## src/rtl/core/gbts_pkg.sv

```systemverilog
// gbts_pkg: shared constants, command codes and types for the gap buffer text store
// no dependencies; used by every module in rtl/core except gbts_ram
package gbts_pkg;

    localparam int CAPACITY_DEFAULT = 4096;

    localparam int OP_W   = 3;
    localparam int CHAR_W = 8;
    localparam int CNT_W  = 12;
    localparam int IDX_W  = 12;
    localparam int POS_W  = 12;
    localparam int STAT_W = 2;

    localparam logic [OP_W-1:0] OP_INSERT     = 3'd0;
    localparam logic [OP_W-1:0] OP_BACKSPACE  = 3'd1;
    localparam logic [OP_W-1:0] OP_MOVE_LEFT  = 3'd2;
    localparam logic [OP_W-1:0] OP_MOVE_RIGHT = 3'd3;
    localparam logic [OP_W-1:0] OP_READ       = 3'd4;

    localparam logic [STAT_W-1:0] ST_OK    = 2'd0;
    localparam logic [STAT_W-1:0] ST_FULL  = 2'd1;
    localparam logic [STAT_W-1:0] ST_RANGE = 2'd2;

    localparam int QUEUE_DEPTH = 2;

    typedef enum logic [2:0] {
        CMD_INSERT,
        CMD_BACKSPACE,
        CMD_MOVE_LEFT,
        CMD_MOVE_RIGHT,
        CMD_READ,
        CMD_NOP
    } cmd_kind_t;

    typedef struct packed {
        cmd_kind_t          kind;
        logic [CHAR_W-1:0]  ch;
        logic [CNT_W-1:0]   count;
        logic [IDX_W-1:0]   index;
    } cmd_t;

    typedef enum logic [1:0] {
        EX_IDLE,
        EX_MOVE,
        EX_READ,
        EX_RESP
    } exec_state_t;

endpackage

```

## src/rtl/core/gbts_queue.sv

```systemverilog
// gbts_queue: short command queue between the front and the execution back end
// depends on gbts_pkg
module gbts_queue #(
    parameter int DEPTH = gbts_pkg::QUEUE_DEPTH
) (
    input  logic           clk,
    input  logic           rst_n,
    input  logic           push,
    input  gbts_pkg::cmd_t push_cmd,
    output logic           full,
    input  logic           pop,
    output gbts_pkg::cmd_t head,
    output logic           empty
);

    localparam int PW = (DEPTH > 1) ? $clog2(DEPTH) : 1;
    localparam int CW = $clog2(DEPTH + 1);
    localparam logic [PW-1:0] PTR_LAST = PW'(DEPTH - 1);
    localparam logic [CW-1:0] CNT_FULL = CW'(DEPTH);

    gbts_pkg::cmd_t entry_reg [DEPTH];
    logic [PW-1:0]  wr_ptr_reg, wr_ptr_next;
    logic [PW-1:0]  rd_ptr_reg, rd_ptr_next;
    logic [CW-1:0]  count_reg, count_next;

    always_comb
    begin
        wr_ptr_next = wr_ptr_reg;
        rd_ptr_next = rd_ptr_reg;
        count_next  = count_reg;
        if (push)
        begin
            wr_ptr_next = (wr_ptr_reg == PTR_LAST) ? '0 : wr_ptr_reg + 1'b1;
        end
        if (pop)
        begin
            rd_ptr_next = (rd_ptr_reg == PTR_LAST) ? '0 : rd_ptr_reg + 1'b1;
        end
        if (push && !pop)
        begin
            count_next = count_reg + 1'b1;
        end
        else if (pop && !push)
        begin
            count_next = count_reg - 1'b1;
        end
    end

    always_ff @(posedge clk or negedge rst_n)
    begin
        if (!rst_n)
        begin
            wr_ptr_reg <= '0;
            rd_ptr_reg <= '0;
            count_reg  <= '0;
        end
        else
        begin
            wr_ptr_reg <= wr_ptr_next;
            rd_ptr_reg <= rd_ptr_next;
            count_reg  <= count_next;
        end
    end

    always_ff @(posedge clk)
    begin
        if (push)
        begin
            entry_reg[wr_ptr_reg] <= push_cmd;
        end
    end

    assign head  = entry_reg[rd_ptr_reg];
    assign empty = (count_reg == '0);
    assign full  = (count_reg == CNT_FULL);

endmodule

```

## config.mk

```make
export PLATFORM = sky130hd
export DESIGN_NAME = gbts_queue
export DESIGN_NICKNAME = d
export VERILOG_FILES = /design/src/rtl/core/gbts_pkg.sv /design/src/rtl/core/gbts_queue.sv
export SDC_FILE = /design/constraint.sdc
export NUM_CORES = 1
export LEC_CHECK = 0
export BUFFER_PORTS_ARGS = -buffer_cell sky130_fd_sc_hd__clkbuf_2
export CORE_MARGIN = 2
export CORE_UTILIZATION = 52
export CTS_CLUSTER_DIAMETER = 30
export DETAILED_ROUTE_END_ITERATION = 16
export GPL_TIMING_DRIVEN = 0
export PLACE_DENSITY = 0.83
export SYNTH_ARGS = -nofsm -noshare
export SYNTH_HDL_FRONTEND = slang
export SYNTH_SLANG_ARGS = --single-unit
```

## constraint.sdc

```tcl
create_clock -name clk -period 3.4 [get_ports clk]
set_input_delay 0.34 -clock clk [delete_from_list [all_inputs] [get_ports clk]]
set_output_delay 0.34 -clock clk [all_outputs]
set_load 0.005 [all_outputs]
```

Word-level counts from Yosys, hierarchy flattened

Memory sizes are Yosys's and may differ from the RTL's.
Cells that the tools add are included.
Widths: inputs -> output; s select.

Register bits: 4
Bits in writable memories: 70
Input port bits: 39
Output and inout bits: 37
Logic and storage cells: 21
Memories kept: 1

Memories:

| memory    | words | bits a word | rd ports | clocked after Yosys merged registers in | wr ports | line             | text |
|---|---|---|---|---|---|---|---|
| entry_reg | 2     | 35          | 1        | 0                                       | 1        | gbts_queue.sv:21 | `gbts_pkg::cmd_t entry_reg [DEPTH];` |

Add/sub/neg operators: 4
Eq/ne operators: 1
Mux-type cells: 6
Reduce and logical (&&, ||, !) cells: 6

Operator list:

| operator            | number |
|---|---|
| $mux 1              | 4 |
| $mux 2              | 2 |
| $add 1x1->1 const B | 2 |
| $add 2x1->2 const B | 1 |
| $eq 2x2->1 const B  | 1 |
| $logic_and 1x1->1   | 2 |
| $logic_not 1->1     | 2 |
| $logic_not 2->1     | 1 |
| $reduce_bool 2->1   | 1 |
| $sub 2x1->2 const B | 1 |

Depth between registers and ports, before layout

Depth after elaboration: 4
Gate-level depth with buffers: 5

Worst setup path after synthesis

Ideal clock, no wire load.

Path kind: flip-flop to flip-flop
From: reg wr_ptr_reg
To: mem entry_reg[0][0] in the netlist's numbering, enable pin
Library setup time: 431 ps
Arrival: 1,973 ps
Required time: 2,969 ps
Setup slack: 995 ps
Stages on the path, launching flop included: 2
Path buffers: 0
Cell sequence: dfrtp_1 -> nor2b_1

RTL lines:

| what                   | line             | text |
|---|---|---|
| start, declared        | gbts_queue.sv:22 | `logic [PW-1:0] wr_ptr_reg, wr_ptr_next;` |
| start signal, assigned | gbts_queue.sv:59 | `wr_ptr_reg <= wr_ptr_next;` |
| end, declared          | gbts_queue.sv:21 |  |

Straight into the memory's write port.

==> flow_summary.yaml <==
outcome:
  status: "finished clean"
floorplan:
  chipWidth_microns: 78.2
  coreArea_sq_um: 5410
  die_area_sq_um: 6110
  start_util: 0.530
  rows: 27
  io_pins: 76
  fp.dieH_microns: 78.2
yosys:
  synth_most_common_cell: "edfxtp_1"
  synth_top_area_cell: "edfxtp_1"
  synth-main-ff-cell: "edfxtp_1"
  async_flop_share: 0.0541
  netlist_area_sq_um: 2860
  netlist-cell-type-count: 13
  ys_top_cells_by_area: "edfxtp_1, mux2_4, dfrtp_1"
  yosys_warnings: 0
  syn_nets: 165
  yosysTopAreaCellShare: 0.734
  synthTopCellsByCount: "edfxtp_1, mux2_4, mux2_2, dfrtp_1, xor2_1"
  syn_area_per_cell_sq_um: 22.9
  ys_ff_latch: 74
  yosysSeqAreaShare: 0.769
  synth-edff-count: 70
  synthCells: 125
routing:
  routedWlPerCell_microns: 14.8
  routed_wirelength_microns: 4300
  viasPerCell: 4.89
  ant_nets: 0
  drc: 0
  drt-pass1-iter-count: 4
  drtIter0Drc: 69
  vias: 1419
sta:
  fmax_ghz: 0.564
  setup_violations: 0
  setup-tns-final_ns: 0
  holdWs_ns: 0.187
  tightest_slew_ns: 0.866
  fin_crit_sh: 0.522
  finalClockSkew_ns: 0.00555
  period_minus_slack_ns: 1.77
  finalHoldViolations: 0
  drv_slew: 0
  grt_setup_unrepaired: "no"
  slew_headroom: 0.423
cts:
  ctsResizeCount: 0
  cts_root_buf: "clkbuf_8"
  cts_hold_buf: 1
  clk_latency_ns: 0.33
  cts_buffers: 9
  clockBufferDepth: 2
  cts_tree: "built"
  clkSinkCount: 74
  htreeDepth: 3
  postCtsSetupBuffers: 0
  clkTransAtPathRegs_ns: 0.08
placement:
  io_buffers: 75
  place_area_sq_um: 3360
  place_congestion: 0.670
worst_setup_path:
  crit_fanout: 10
  critical_path.endpoint_type: "output pin"
  crit_chain: "buf_6 > buf_12 > mux2_4 > clkbuf_2"
  critPathKind: "register to output pin"
  cp.arrival_ns: 1.43
  crit_slowest_cell: "dfrtp_1"
  slowest_delay_ns: 0.38
  cp-start-kind: "register"
  worstPathRequired_ns: 3.06
final_layout:
  drive_above_1_share: 0.596
  regArea_sq_um: 2200
  utilization: 0.663
  n_antenna_cell: 0
  final_area_sq_um: 3580
  fill_cells: 397
  area_growth_pct: 25.2
  largest_reg_flops: 70
  finalNetCount: 253
  multiInputGateArea_sq_um: 594
pwr:
  power_density_nw_per_um2: 807
  finalPower_uw: 2890
  ir_drop_mv: 0.458
  p_leak_uw: 0.00148
hold_path:
  hp-class: "input port to register"
run:
  maxCapViolCount: 0
global_routing:
  grt_pass1_vias: 1479
  overflow: 0
  grt.total_usage: 0.149
  antenna_found_initial: 0
  grt_pass1_wl_microns: 6730
  grt_max_degree: 36
==> per-layer routing <==
metal	vias to the layer above	wire length (microns)	track usage
met3	7	314	0.0460
met5	-	0	0
met2	58	2130	0.241
li1	661	-	-
met1	693	1790	0.180
met4	0	64	0.0807
==> cells in the final DEF (no fill, tap or decap), types with 2 or more instances in the layout <==
cell type | netlist | final
buf_12 | 3 | 3
bufinv_16 | 0 | 2
clkbuf_2 | 0 | 75
clkbuf_8 | 0 | 9
clkinv_1 | 0 | 2
dfrtp_1 | 4 | 4
edfxtp_1 | 70 | 70
mux2_2 | 6 | 6
mux2_4 | 29 | 29
nor2_1 | 2 | 2
xor2_1 | 4 | 4
==> layout make-up <==
type,instances,share of cell area
clock buffer,10,0.0356
multi-input combinational,46,0.166
timing repair buffer,77,0.115
inverter,1,0.00105
clock inverter,6,0.0227
buffer,4,0.0199
tap,72,0.0251
sequential,74,0.615
==> logic make-up (layout without fill, tap and decap cells) <==
family,Yosys count,count (layout),synth area share
xor gates and xnor gates,5,5,0.0153
adders and majority gates,1,1,0.00437
buffers and inverters,5,98,0.0262
DFF,74,74,0.769
muxes,35,35,0.176
and+or+nand+nor,5,5,0.00918
==> report_power, final <==
group | internal [uW] | switching, uW
combinational | 533 | 385
clock | 408 | 292
sequential | 1210 | 60.2
==> path summary, 6_finish.rpt <==
check | startpoint | end | slack, ns | depth (start not counted)
max | rd_ptr_reg | head[5] | 1.63 | 4
min | push_cmd[31] | entry_reg[0][31] | 0.19 | 1
max reg2reg | wr_ptr_reg | entry_reg[1][4] | 1.84 | 1
min reg2reg | count_reg[1] | count_reg[1] | 0.50 | 1
max in group asynchronous | rst_n | rd_ptr_reg | 2.92 | 2
min in group asynchronous | rst_n | count_reg[1] | 0.34 | 2
==> critical path, delay by kind of cell (launching register included) <==
family	cells	cell delay, ns
muxes	1	0.30
buffers and inverters	3	0.42
DFF	1	0.38
==> through the flow <==
step | cells | setup WS, ns
floorplan | 125 | 0.995
global placement | 272 | 0.108
detailed placement | 273 | 1.77
CTS | 290 | 1.59
global route | 290 | 1.56
finish | 290 | 1.63
Note: power is estimated with default switching activity, not from simulation.
